--- config.mk ---
export PLATFORM = sky130hd
export DESIGN_NAME = tea16_cell
export DESIGN_NICKNAME = d
export VERILOG_FILES = /design/src/tea16_pkg.sv /design/src/tea16_cell.sv
export SDC_FILE = /design/constraint.sdc
export NUM_CORES = 1
export LEC_CHECK = 0
export ABC_CLOCK_PERIOD_IN_PS = 22800
export BUFFER_PORTS_ARGS = -buffer_cell sky130_fd_sc_hd__clkbuf_2
export CAP_MARGIN = 0
export CORE_UTILIZATION = 60
export DETAILED_ROUTE_END_ITERATION = 6
export PLACE_DENSITY = 0.9
export REMOVE_ABC_BUFFERS = 1
export SLEW_MARGIN = 20
export SYNTH_ARGS = -nofsm -noshare
export SYNTH_HDL_FRONTEND = slang
export SYNTH_SLANG_ARGS = --single-unit
--- constraint.sdc ---
create_clock -name clock -period 22.8 [get_ports clock]
set_clock_uncertainty 0.1 [all_clocks]
set_input_delay 0 -clock clock [delete_from_list [all_inputs] [get_ports clock]]
set_output_delay 0 -clock clock [all_outputs]
set_load 0.01 [all_outputs]
--- src/tea16_pkg.sv ---
// Shared types, constants and round function for the TEA cipher core.
`default_nettype none

package tea16_pkg;

   // Number of full cipher rounds; each round occupies two cells.
   localparam int unsigned ROUNDS = 16;
   localparam int unsigned CELLS  = 2 * ROUNDS;

   localparam logic [31:0] TEA_DELTA = 32'h9e37_79b9;

   // Configuration register indexes.
   localparam logic [1:0] CSR_KEY_WORD_0 = 2'd0;
   localparam logic [1:0] CSR_KEY_WORD_1 = 2'd1;
   localparam logic [1:0] CSR_KEY_WORD_2 = 2'd2;
   localparam logic [1:0] CSR_KEY_WORD_3 = 2'd3;

   // Operation codes.
   localparam logic OP_ENCRYPT = 1'b0;
   localparam logic OP_DECRYPT = 1'b1;

   typedef struct packed {
      logic        req_type;
      logic [31:0] block_left;
      logic [31:0] block_right;
   } req_payload_type;

   typedef struct packed {
      logic [31:0] out_left;
      logic [31:0] out_right;
   } rsp_payload_type;

   typedef struct packed {
      logic [31:0] word_0;
      logic [31:0] word_1;
      logic [31:0] word_2;
      logic [31:0] word_3;
   } key_type;

   // Block in flight between cells.
   typedef struct packed {
      logic        decrypt;
      logic [31:0] left;
      logic [31:0] right;
   } stage_type;

   // Running sum for a round count, wrapped to 32 bits.
   function automatic logic [31:0] round_sum(input int unsigned k);
      logic [63:0] prod;
      prod = 64'(k) * 64'(TEA_DELTA);
      return prod[31:0];
   endfunction

   function automatic logic [31:0] mix_word(input logic [31:0] x,
                                            input logic [31:0] sum,
                                            input logic [31:0] ka,
                                            input logic [31:0] kb);
      return ((x << 4) + ka) ^ (x + sum) ^ ((x >> 5) + kb);
   endfunction

endpackage

`default_nettype wire

--- src/tea16_cell.sv ---
// One half-round cell of the TEA pipeline: updates one half of the block.
`default_nettype none

module tea16_cell import tea16_pkg::*; (
   input  logic        clock,
   input  logic        reset,
   input  logic        in_valid,
   output logic        in_ready,
   input  stage_type   in_data,
   input  logic        second_half,
   input  logic [31:0] sum_enc,
   input  logic [31:0] sum_dec,
   input  key_type     key,
   output logic        out_valid,
   input  logic        out_ready,
   output stage_type   out_data
);

   logic        valid_ff;
   logic        valid_in;
   stage_type   data_ff;
   stage_type   data_in;
   logic        upd_left;
   logic [31:0] src;
   logic [31:0] tgt;
   logic [31:0] ka;
   logic [31:0] kb;
   logic [31:0] sum;
   logic [31:0] mix;
   logic [31:0] result;

   // Encrypt updates left then right; decrypt updates right then left.
   assign upd_left = ~(in_data.decrypt ^ second_half);
   assign src      = upd_left ? in_data.right : in_data.left;
   assign tgt      = upd_left ? in_data.left  : in_data.right;
   assign ka       = upd_left ? key.word_0    : key.word_2;
   assign kb       = upd_left ? key.word_1    : key.word_3;
   assign sum      = (in_data.decrypt == OP_DECRYPT) ? sum_dec : sum_enc;
   assign mix      = mix_word(src, sum, ka, kb);
   assign result   = (in_data.decrypt == OP_DECRYPT) ? (tgt - mix) : (tgt + mix);

   always_comb begin
      data_in         = in_data;
      if (upd_left) begin
         data_in.left  = result;
      end else begin
         data_in.right = result;
      end
   end

   // Take a new block when empty or when the neighbour drains this one.
   assign in_ready = ~valid_ff | out_ready;
   assign valid_in = in_ready ? in_valid : valid_ff;

   always_ff @(posedge clock) begin
      if (reset) begin
         valid_ff <= 1'b0;
      end else begin
         valid_ff <= valid_in;
      end
   end

   always_ff @(posedge clock) begin
      if (in_valid && in_ready) begin
         data_ff <= data_in;
      end
   end

   assign out_valid = valid_ff;
   assign out_data  = data_ff;

endmodule

`default_nettype wire

# == Word-level counts from Yosys, hierarchy flattened ==
# Index checks and enable logic that the tools add are counted.
# classes
add_sub_neg,5
muxes,8
bitwise,5
reduce_logical,1
# ops
op,count
32-bit two-way mux,8
32-bit adder,3
32-bit bitwise XOR,2
27-bit by 32-bit adder with 32-bit output,1
32-bit subtractor,1
1-bit logical AND,1
1-bit NOT,1
1-bit OR,1
1-bit bitwise XOR,1
# word_totals
register_bits,66
inputBits,262
output_inout_bits,67
wordCells,23

# == Depth between registers and ports, before layout ==
# Gate-level depths: netlist of the first run.
# logic_depth
word_depth,8
mapped_depth,35
ltp_nobuf,30

# == Least setup slack after synthesis of the first run ==
# Ideal clock, no wire load.
# synth_path
path_type,input to register
startpoint,in second_half
endpoint,reg data_ff (netlist bit out_data[31]) (data pin)
setup_time_ns,0.261
arrival_time_ns,6.853
required_ns,22.439
slack_ns,15.586
path_stages,34
path_buffers,5
path_cell_list,buf_4 -> xnor2_2 -> clkbuf_1 -> clkbuf_1 -> clkbuf_1 -> buf_1 -> nand2_1 -> nand2_1 -> ha_1 -> ha_1 -> a21oi_1 -> mux2i_1 -> xnor3_1 -> xnor2_1 -> nor4b_1 -> and2_1 -> nand3_1 -> nor2_1 -> nor2_1 -> xnor2_1 -> ha_1 -> a21o_1 -> a21oi_1 -> o21bai_1 -> or3_1 -> nor3_1 -> nor3_1 -> o211ai_1 -> a31oi_1 -> a311oi_1 -> xnor3_1 -> and2_1 -> mux2i_1 -> nand3_1
# synth_lines
item,line,source
start: declaration,tea16_cell.sv:10,"input logic second_half,"
end signal: assignment,tea16_cell.sv:65,data_ff <= data_in;
end: declaration,tea16_cell.sv:21,stage_type data_ff;

==> results.cfg, run 1 <==
[floorplanning]
start_util_pct = 61.8
rows = 51
floorplan.die.width_um = 144
io_pins = 329
floorplan.die.height_um = 144
floorplan.die_area_mm2 = 0.0208
core_mm2 = 0.0197

[global_route]
grt_overflow = 0
track_usage_pct = 39.2
number_of_global_route_vias_before_repair = 12534
grt_max_degree = 99
first_pass_grt_wire_length_um = 63600
grt_antenna_before_repair = 0

[sta]
slew_headroom_pct = 40.8
rsz0062_at_grt = no
period_share_pct = 36.0
setup_violations = 0
min_period_ns = 8.22
setup_tns_final_ns = 0
timing_max_transition_violations_final = 0
timing.fmax_mhz = 122
hold_viol_final = 0
tightest_slew_ns = 0.888

[status]
failing_checks = DRC
run_status = finished, violations left

[drt]
routed_wl_um = 41600
route.vias.total = 13849
detailedRoute.firstIterationViolations = 1415
vias_per_cell = 6.12
drtPass1Iterations = 7
drc = 8
wl_per_cell_um = 18.4
drt.antenna.violating_nets = 0

[clock_tree]
cts.sinks = 66
path_clk_slew_ns = 0.07
cts.htree.levels = 3
cts_max_path_buffers = 2
clock_insertion_delay_at_the_later_pin_of_the_skew_report_ns = 0.33
root_buffer = clkbuf_16
number_of_buffers_created_by_cts = 9
cts_post_setup_buffers_inserted = 0
tritoncts = done

[power]
worst_ir_drop_on_vdd_mv = 0.0660
leakagePower_uw = 0.00725
power-per-cell-area_mw_per_mm2 = 132

[placement]
gp_congestion = 0.972
dpl.cell_count = 2193
portBuffers = 328
dpl_cell_area_mm2 = 0.0139
dp_wirelength_um = 33000

[synthesis]
area_share_of_the_largest_cell_type_after_synthesis_pct = 16.1
most_common_cell_in_the_netlist = nand2_1
synth_area_leaders = edfxtp_1 (16%), nand2_1 (13%), ha_1 (12%)
yosysWarnings = 0
yosysUniqueCellTypes = 82
synth_sequential_area_ratio_pct = 16.2
synth_top_flop_cell = edfxtp_1
synth_area_per_cell_um2 = 7.33
synth.largest_area_cell = edfxtp_1
synthesized_cell_area_mm2 = 0.0122
async_flop_share_pct = 0
post_synth_inst_count = 1657
synth_edf_count = 65
synthTopCellsByCount = nand2_1 (426), xnor2_1 (133), ha_1 (118)
ys_ff_latch = 66

[hold_path]
worst_hold_path_type = in -> reg
startpoint_of_the_most_critical_hold_path = in_data[16]

[layout]
final_design_area_no_fill_mm2 = 0.0148
layout.filler_cells = 1565
fin_cells = 2262
drive_above_1_share_pct = 20.7
number_of_diodes_added_for_antenna_fixing = 0
area.growth.synth_to_final_pct = 21.4
final_net_count = 2374

[worst_setup_path]
r2r-start = out_valid$_SDFFE_PP0N_
crit_path_max_incr_delay_ns = 0.69
critical_path.startpoint = second_half
crit_path_end_kind = flop
path_max_fanout = 72
worst_setup_path_start_kind = input port
timing.critical_path.required_ns = 22.79
cp.arrival_ns = 8.20
criticalPathCategory = in -> reg
worst_path_max_delay_cell = a2111oi_0

[flow_run]
max_cap_violations = 0
state kept, by name (all words and copies together), names as in the netlist:
name / flops
out_valid: 1
out_data: 65
power by group:
group          total [µW]  internal (µW)  switching (µW)
sequential            249            231            17.7
combinational        1570            635             936
clock                 133           75.1            57.6
total                1950            942            1010
cell type report:
type | instances | area (µm²) | area share (%)
Clock buffer | 9 | 225 | 1.53
Clock inverter | 7 | 57.6 | 0.390
Timing Repair Buffer | 388 | 2220 | 15.1
Sequential cell | 66 | 1970 | 13.4
Tap cell | 265 | 332 | 2.25
Multi-Input combinational cell | 1497 | 9830 | 66.6
Inverter | 30 | 113 | 0.763
logic make-up after synthesis:
family	count (synthesis)	synth area share, %
buffers and inverters	94	3.11
flip-flops	66	16.2
AO/OA/AOI/OAI	410	21.4
AND/OR/NAND/NOR	702	25.2
adder cells (fa/ha/maj)	120	12.5
XOR/XNOR	209	16.2
multiplexers	56	5.38
layer usage:
layer	GRT usage [%]	wire [µm]	up-vias
met5	0	0	-
met4	14.1	1380	0
met3	6.89	4450	117
met2	63.8	18600	876
met1	51.7	17200	6294
li1	-	-	6562
metrics by stage:
stage / utilization, % / hold slack, ns / setup WS [ns] / power, µW
2_1_floorplan: - / -0.0309 / 10.83 / 1370
3_3_place_gp: 70.9 / 0.0572 / 14.83 / 1710
3_5_place_dp: 70.9 / 0.0692 / 14.59 / 1740
4_1_cts: 75.1 / 0.00607 / 14.93 / 1890
5_1_grt: 75.1 / 0.0290 / 14.38 / 2090
6_report: 75.1 / 0.0272 / 14.58 / 1950
critical path, delay by kind of cell:
kind            cells  cell delay [ns]
fa+ha+maj           2             0.74
mux                 1             0.14
compound gates      6             1.88
simple gates       12             2.37
buf+inv             3             1.40
xor+xnor            5             1.63
placed cells by master, fill, tap and decap left out, types with 53 or more instances in the layout:
cell           instances
nor2_1                96
dlygate4sd3_1         53
o21ai_0              100
clkbuf_2             327
xnor2_1              133
xor2_1                65
ha_1                 118
edfxtp_1              65
nand2_1              426
a21oi_1              116
what timing repair did:
item,4_1_cts,5_1_grt
gates resized for setup,0,0
hold buffers,53,0
hold endpoints to repair,52,0
final timing paths:
path | end | slack, ns | cells past startpoint
min reg2reg | out_valid$_SDFFE_PP0N_ | 1.02 | 3
max | out_data[31]$_DFFE_PP_ | 14.58 | 29
max reg2reg | out_data[26]$_DFFE_PP_ | 21.03 | 3
min | out_data[16]$_DFFE_PP_ | 0.03 | 3
Power figures use the tool's default switching activity.
==> inputs of run 2 (changes only) <==
--- a/config.mk
+++ b/config.mk
@@ -5,12 +5,12 @@
 export SDC_FILE = /design/constraint.sdc
 export NUM_CORES = 1
 export LEC_CHECK = 0
-export ABC_CLOCK_PERIOD_IN_PS = 22800
+export ABC_CLOCK_PERIOD_IN_PS = 6800
 export BUFFER_PORTS_ARGS = -buffer_cell sky130_fd_sc_hd__clkbuf_2
 export CAP_MARGIN = 0
-export CORE_UTILIZATION = 60
+export CORE_UTILIZATION = 50
 export DETAILED_ROUTE_END_ITERATION = 6
-export PLACE_DENSITY = 0.9
+export PLACE_DENSITY = 0.8
 export REMOVE_ABC_BUFFERS = 1
 export SLEW_MARGIN = 20
 export SYNTH_ARGS = -nofsm -noshare
==> constraint.sdc (replaced) <==
create_clock -name clock -period 6.8 [get_ports clock]
set_clock_uncertainty 0.1 [all_clocks]
set_input_delay 0 -clock clock [delete_from_list [all_inputs] [get_ports clock]]
set_output_delay 0 -clock clock [all_outputs]
set_load 0.01 [all_outputs]
==> results.cfg, run 2 (synthesis gave the netlist of run 1 again) <==
[status]
run_status = completed

[sta]
timing_max_transition_violations_final = 0
tightest_slew_ns = 0.838
hold-worst-slack_ns = 0.00700
slew_headroom_pct = 44.2
hold_viol_final = 0
rsz0062_at_grt = yes
setup_violations = 0
period_share_pct = 95.0
min_period_ns = 6.46
timing.final.ws_setup_ns = 0.340
timing.fmax_mhz = 155

[global_route]
grt_antenna_before_repair = 1
grt_overflow = 0
number_of_global_route_vias_before_repair = 13378
first_pass_grt_wire_length_um = 67900
track_usage_pct = 35.0
grt_max_degree = 66

[worst_setup_path]
timing.reg2reg.setup_slack_ns = 5.09
worst_path_max_delay_cell = ha_1
crit_path_max_incr_delay_ns = 0.44
endpoint_of_the_worst_register_to_register_path = out_data[59]$_DFFE_PP_
cpLargestDelayFamily = compound AO/OA/AOI/OAI gates
cp.arrival_ns = 6.44
r2r-start = out_valid$_SDFFE_PP0N_
worst_setup_path_start_kind = input port
timing.critical_path.required_ns = 6.78
criticalPathCategory = in -> reg
bufs_and_invs_on_worst_path = 5
crit_path_end_kind = flop
reg2reg_depth = 3
cpMostUsedCell = buf_12
path_max_fanout = 23

[floorplanning]
floorplan.die.height_um = 158
rows = 56
io_pins = 329
start_util_pct = 51.3
floorplan.die.width_um = 158
core_mm2 = 0.0237
floorplan.die_area_mm2 = 0.0249

[placement]
portBuffers = 328
dpl_worst_slack_ns = -0.207
dpl.cell_count = 2479
gp_congestion = 0.963
dp_wirelength_um = 36400

[drt]
routed_wl_um = 45000
drc = 0
drtPass1Iterations = 6
detailedRoute.firstIterationViolations = 1308
wl_per_cell_um = 17.6
route.vias.total = 14540
drt.antenna.violating_nets = 0
vias_per_cell = 5.68

[clock_tree]
root_buffer = clkbuf_16
cts.htree.levels = 3
cts_max_path_buffers = 2
number_of_buffers_created_by_cts = 9
clock_insertion_delay_at_the_later_pin_of_the_skew_report_ns = 0.33
tritoncts = done
path_clk_slew_ns = 0.06
cts.sinks = 66

[power]
sw_power_uw = 3610
switching_share_pct = 46.8
power_report.internal_total_uw = 4100
clock_power_share_pct = 7.2
sequentialPowerShare_pct = 10.8
leakagePower_uw = 0.00853
worst_ir_drop_on_vdd_mv = 0.252
totalPowerFinal_uw = 7700
power-per-cell-area_mw_per_mm2 = 456
portion_of_total_power_attributed_to_combinational_logic_pct = 82.0

[flow_run]
max_cap_violations = 0

[layout]
layout.filler_cells = 1888
largest_register_ff_count = 65
area.growth.synth_to_final_pct = 39.2
drive_above_1_share_pct = 29.5
most-common-layout-cells = nand2_1 (425), clkbuf_2 (327), buf_4 (236), xnor2_1 (131), ha_1 (118)
fin_cells = 2561
most_frequent_standard_cell_in_the_layout_excluding_fill_and_tap_cells = nand2_1
final_net_count = 2618

[hold_path]
number_of_cells_on_the_worst_hold_path = 4
timing.hold.worst_endpoint = out_data[24]$_DFFE_PP_
startpoint_of_the_most_critical_hold_path = in_data[24]
worst_hold_path_type = in -> reg
[run 2: changes by cell type in the layout (fill, tap and decap cells not counted), sizes merged, moves of 2 or more]
cell         previous run  this run
buf                     8       243
dlygate4sd3            53        59
bufinv                  0         3
clkinvlp                3         0
clkbuf                336       338
clkinv                  0         2
inv                    34        32
[run 2: metrics by stage]
stage               TNS, ns  utilization [%]  area [µm²]
floorplan           -243.46                -       11900
global placement     -0.221             66.8       15800
detailed placement   -0.425             66.8       15800
CTS                       0             70.8       16800
global route        -0.0893             71.4       16900
finish                    0             71.4       16900
[run 2: tightest hold or removal path, cell delays in order]
cell and delay [ns]:
clkbuf_2 0.09, nand2_1 0.06, buf_4 0.12, o21ai_0 0.06
[run 2: how the worst max path moves through the flow]
stage	start	endpoint	slack, ns	cells after the start
final	in_data[64]	out_data[31]$_DFFE_PP_	0.34	29
after floorplan	second_half	out_data[31]$_DFFE_PP_	-5.17	27
after global routing	second_half	out_data[31]$_DFFE_PP_	-0.05	32
after detailed placement	in_data[64]	out_data[31]$_DFFE_PP_	-0.21	28
after global placement	in_data[64]	out_data[31]$_DFFE_PP_	-0.13	28
after CTS	in_data[64]	out_data[31]$_DFFE_PP_	0.11	31
[run 2: metal layers]
metal	vias to the layer above	GRT usage, %	share of wire [%]
li1	7053	-	-
met1	6714	47.4	44
met2	696	57.1	45
met3	77	5.42	8.4
met4	0	10.2	2.4
met5	-	0	0
[run 2: what timing repair did]
action                                  4_1_cts  5_1_grt
endpoints found under the setup margin        0       12
resized for setup                             0       18
buffers inserted                              0        4
endpoints found under the hold margin        58        0
hold buffers                                 59        0
[run 2: power by group through the flow]
stage          sequential, µW  clock [µW]  combinational [µW]
5_1_grt                   855         568                6820
3_5_place_dp              832           0                6000
4_1_cts                   826         554                6070
3_3_place_gp              828           0                5840
2_1_floorplan             942           0                3670
6_report                  835         553                6320
[run 2: final cells by class]
cell class | count | area [µm²] | area share [%]
well taps | 319 | 399 | 2.36
repair buffers | 631 | 4170 | 24.7
clock buffers | 9 | 225 | 1.33
diodes | 1 | 2.50 | 0.0148
multi-input cells | 1498 | 9900 | 58.6
flip-flops and latches | 66 | 1970 | 11.7
clock inverters | 7 | 125 | 0.740
inverters | 30 | 113 | 0.666
==> inputs of run 3 (changes only) <==
--- a/config.mk
+++ b/config.mk
@@ -10,6 +10,7 @@
 export CAP_MARGIN = 0
 export CORE_UTILIZATION = 50
 export DETAILED_ROUTE_END_ITERATION = 6
+export MAX_ROUTING_LAYER = met4
 export PLACE_DENSITY = 0.8
 export REMOVE_ABC_BUFFERS = 1
 export SLEW_MARGIN = 20
==> results.cfg, run 3 (synthesis gave the netlist of run 1 again) <==
[layout]
number_of_diodes_added_for_antenna_fixing = 0
area.growth.synth_to_final_pct = 38.7
most_frequent_standard_cell_in_the_layout_excluding_fill_and_tap_cells = nand2_1
final_net_count = 2613
most-common-layout-cells = nand2_1 (426), clkbuf_2 (327), buf_4 (233), xnor2_1 (129), ha_1 (118)
largest_register_ff_count = 65
fin_cells = 2555
drive_above_1_share_pct = 29.4

[floorplanning]
io_pins = 329
floorplan.die_area_mm2 = 0.0249
floorplan.die.width_um = 158
rows = 56
start_util_pct = 51.3
floorplan.die.height_um = 158
core_mm2 = 0.0237

[worst_setup_path]
cp.arrival_ns = 6.48
worst_path_max_delay_cell = xnor3_1
timing.reg2reg.setup_slack_ns = 5.09
endpoint_of_the_worst_register_to_register_path = out_data[58]$_DFFE_PP_
crit_path_end_kind = flop
reg2reg_depth = 3
crit_path_max_incr_delay_ns = 0.43
worst_setup_path_start_kind = input port
criticalPathCategory = in -> reg
path_max_fanout = 27
r2r-start = out_valid$_SDFFE_PP0N_
timing.critical_path.required_ns = 6.78

[clock_tree]
cts.htree.levels = 3
path_clk_slew_ns = 0.06
root_buffer = clkbuf_16
cts_max_path_buffers = 2
number_of_buffers_created_by_cts = 9
tritoncts = done
cts.sinks = 66
clock_insertion_delay_at_the_later_pin_of_the_skew_report_ns = 0.34

[global_route]
number_of_global_route_vias_before_repair = 13596
grt_antenna_before_repair = 0
first_pass_grt_wire_length_um = 69400
track_usage_pct = 36.8
grt_max_degree = 66
grt_overflow = 0

[sta]
setup_violations = 0
period_share_pct = 95.5
min_period_ns = 6.50
slew_headroom_pct = 44.8
rsz0062_at_grt = yes
tightest_slew_ns = 0.827
timing_max_transition_violations_final = 0
hold-worst-slack_ns = 0.0477
timing.fmax_mhz = 154
hold_viol_final = 0

[power]
leakagePower_uw = 0.00850
power-per-cell-area_mw_per_mm2 = 459
totalPowerFinal_uw = 7730
worst_ir_drop_on_vdd_mv = 0.261

[placement]
dp_wirelength_um = 36300
dpl.cell_count = 2476
gp_congestion = 0.998
portBuffers = 328

[drt]
drtPass1Iterations = 6
vias_per_cell = 5.76
detailedRoute.firstIterationViolations = 1372
routed_wl_um = 45600
wl_per_cell_um = 17.8
drc = 0
drt.antenna.violating_nets = 0
route.vias.total = 14727

[status]
run_status = completed

[hold_path]
number_of_cells_on_the_worst_hold_path = 3
timing.hold.worst_endpoint = out_data[34]$_DFFE_PP_
worst_hold_path_type = in -> reg
startpoint_of_the_most_critical_hold_path = in_data[34]

[flow_run]
max_cap_violations = 0
[run 3: changes by cell type in the layout (fill, tap and decap cells not counted), sizes merged]
| cell | before | now |
|---|---|---|
| diode | 1 | 0 |
| dlygate4sd3 | 59 | 60 |
| buf | 243 | 237 |
[run 3: what timing repair did]
action,4_1_cts,5_1_grt
setup endpoints to repair,0,13
hold buffers,60,0
hold endpoints to repair,59,0
setup buffers,0,1
gates resized for setup,0,22
[run 3: worst max-delay path, delay by kind of cell]
family,cells,cell delay [ns]
xor gates and xnor gates,5,1.47
buffers and inverters,6,1.01
and+or+nand+nor,8,1.28
muxes,1,0.12
adders and majority gates,2,0.74
AOI/OAI and AO/OA,9,1.82
[run 3: report_power, final]
part	switching [µW]	internal, µW
clock network	193	362
logic	3400	2940
registers	63.0	775
total	3650	4080
[run 3: metrics by stage]
stage / worst slack (ns) / TNS, ns / utilization (%) / cell area [µm²]
6_report: 0.305 / 0 / 71.1 / 16800
5_1_grt: -0.0102 / -0.0102 / 71.1 / 16800
4_1_cts: 0.141 / 0 / 70.6 / 16700
3_5_place_dp: -0.170 / -0.335 / 66.6 / 15800
3_3_place_gp: -0.110 / -0.186 / 66.6 / 15800
2_1_floorplan: -5.17 / -243.46 / - / 11900
[run 3: how the worst max path moves through the flow]
stage / from / slack (ns) / cells past startpoint / endpoint
3_3_place_gp: in_data[64] / -0.11 / 32 / out_data[31]$_DFFE_PP_
3_5_place_dp: in_data[64] / -0.17 / 31 / out_data[63]$_DFFE_PP_
5_1_grt: in_data[64] / -0.01 / 31 / out_data[63]$_DFFE_PP_
6_report: in_data[64] / 0.30 / 31 / out_data[31]$_DFFE_PP_
4_1_cts: in_data[64] / 0.14 / 31 / out_data[63]$_DFFE_PP_
2_1_floorplan: second_half / -5.17 / 27 / out_data[31]$_DFFE_PP_
[run 3: cell type report]
cell class,count,area (µm²)
well taps,319,399
repair buffers,626,4100
clock buffers,9,225
flip-flops and latches,66,1970
fillers,1903,6830
inverters,30,113
clock inverters,7,125
multi-input cells,1498,9920
[run 3: metal layers]
metal | wire length [µm] | part of all wire (%) | global-route usage [%] | vias to the layer above
li1 | - | - | - | 7046
met1 | 19700 | 43 | 50.1 | 6824
met2 | 20900 | 46 | 58.3 | 766
met3 | 4180 | 9.2 | 4.11 | 91
met4 | 863 | 1.9 | 8.14 | 0
met5 | 0 | 0 | - | -
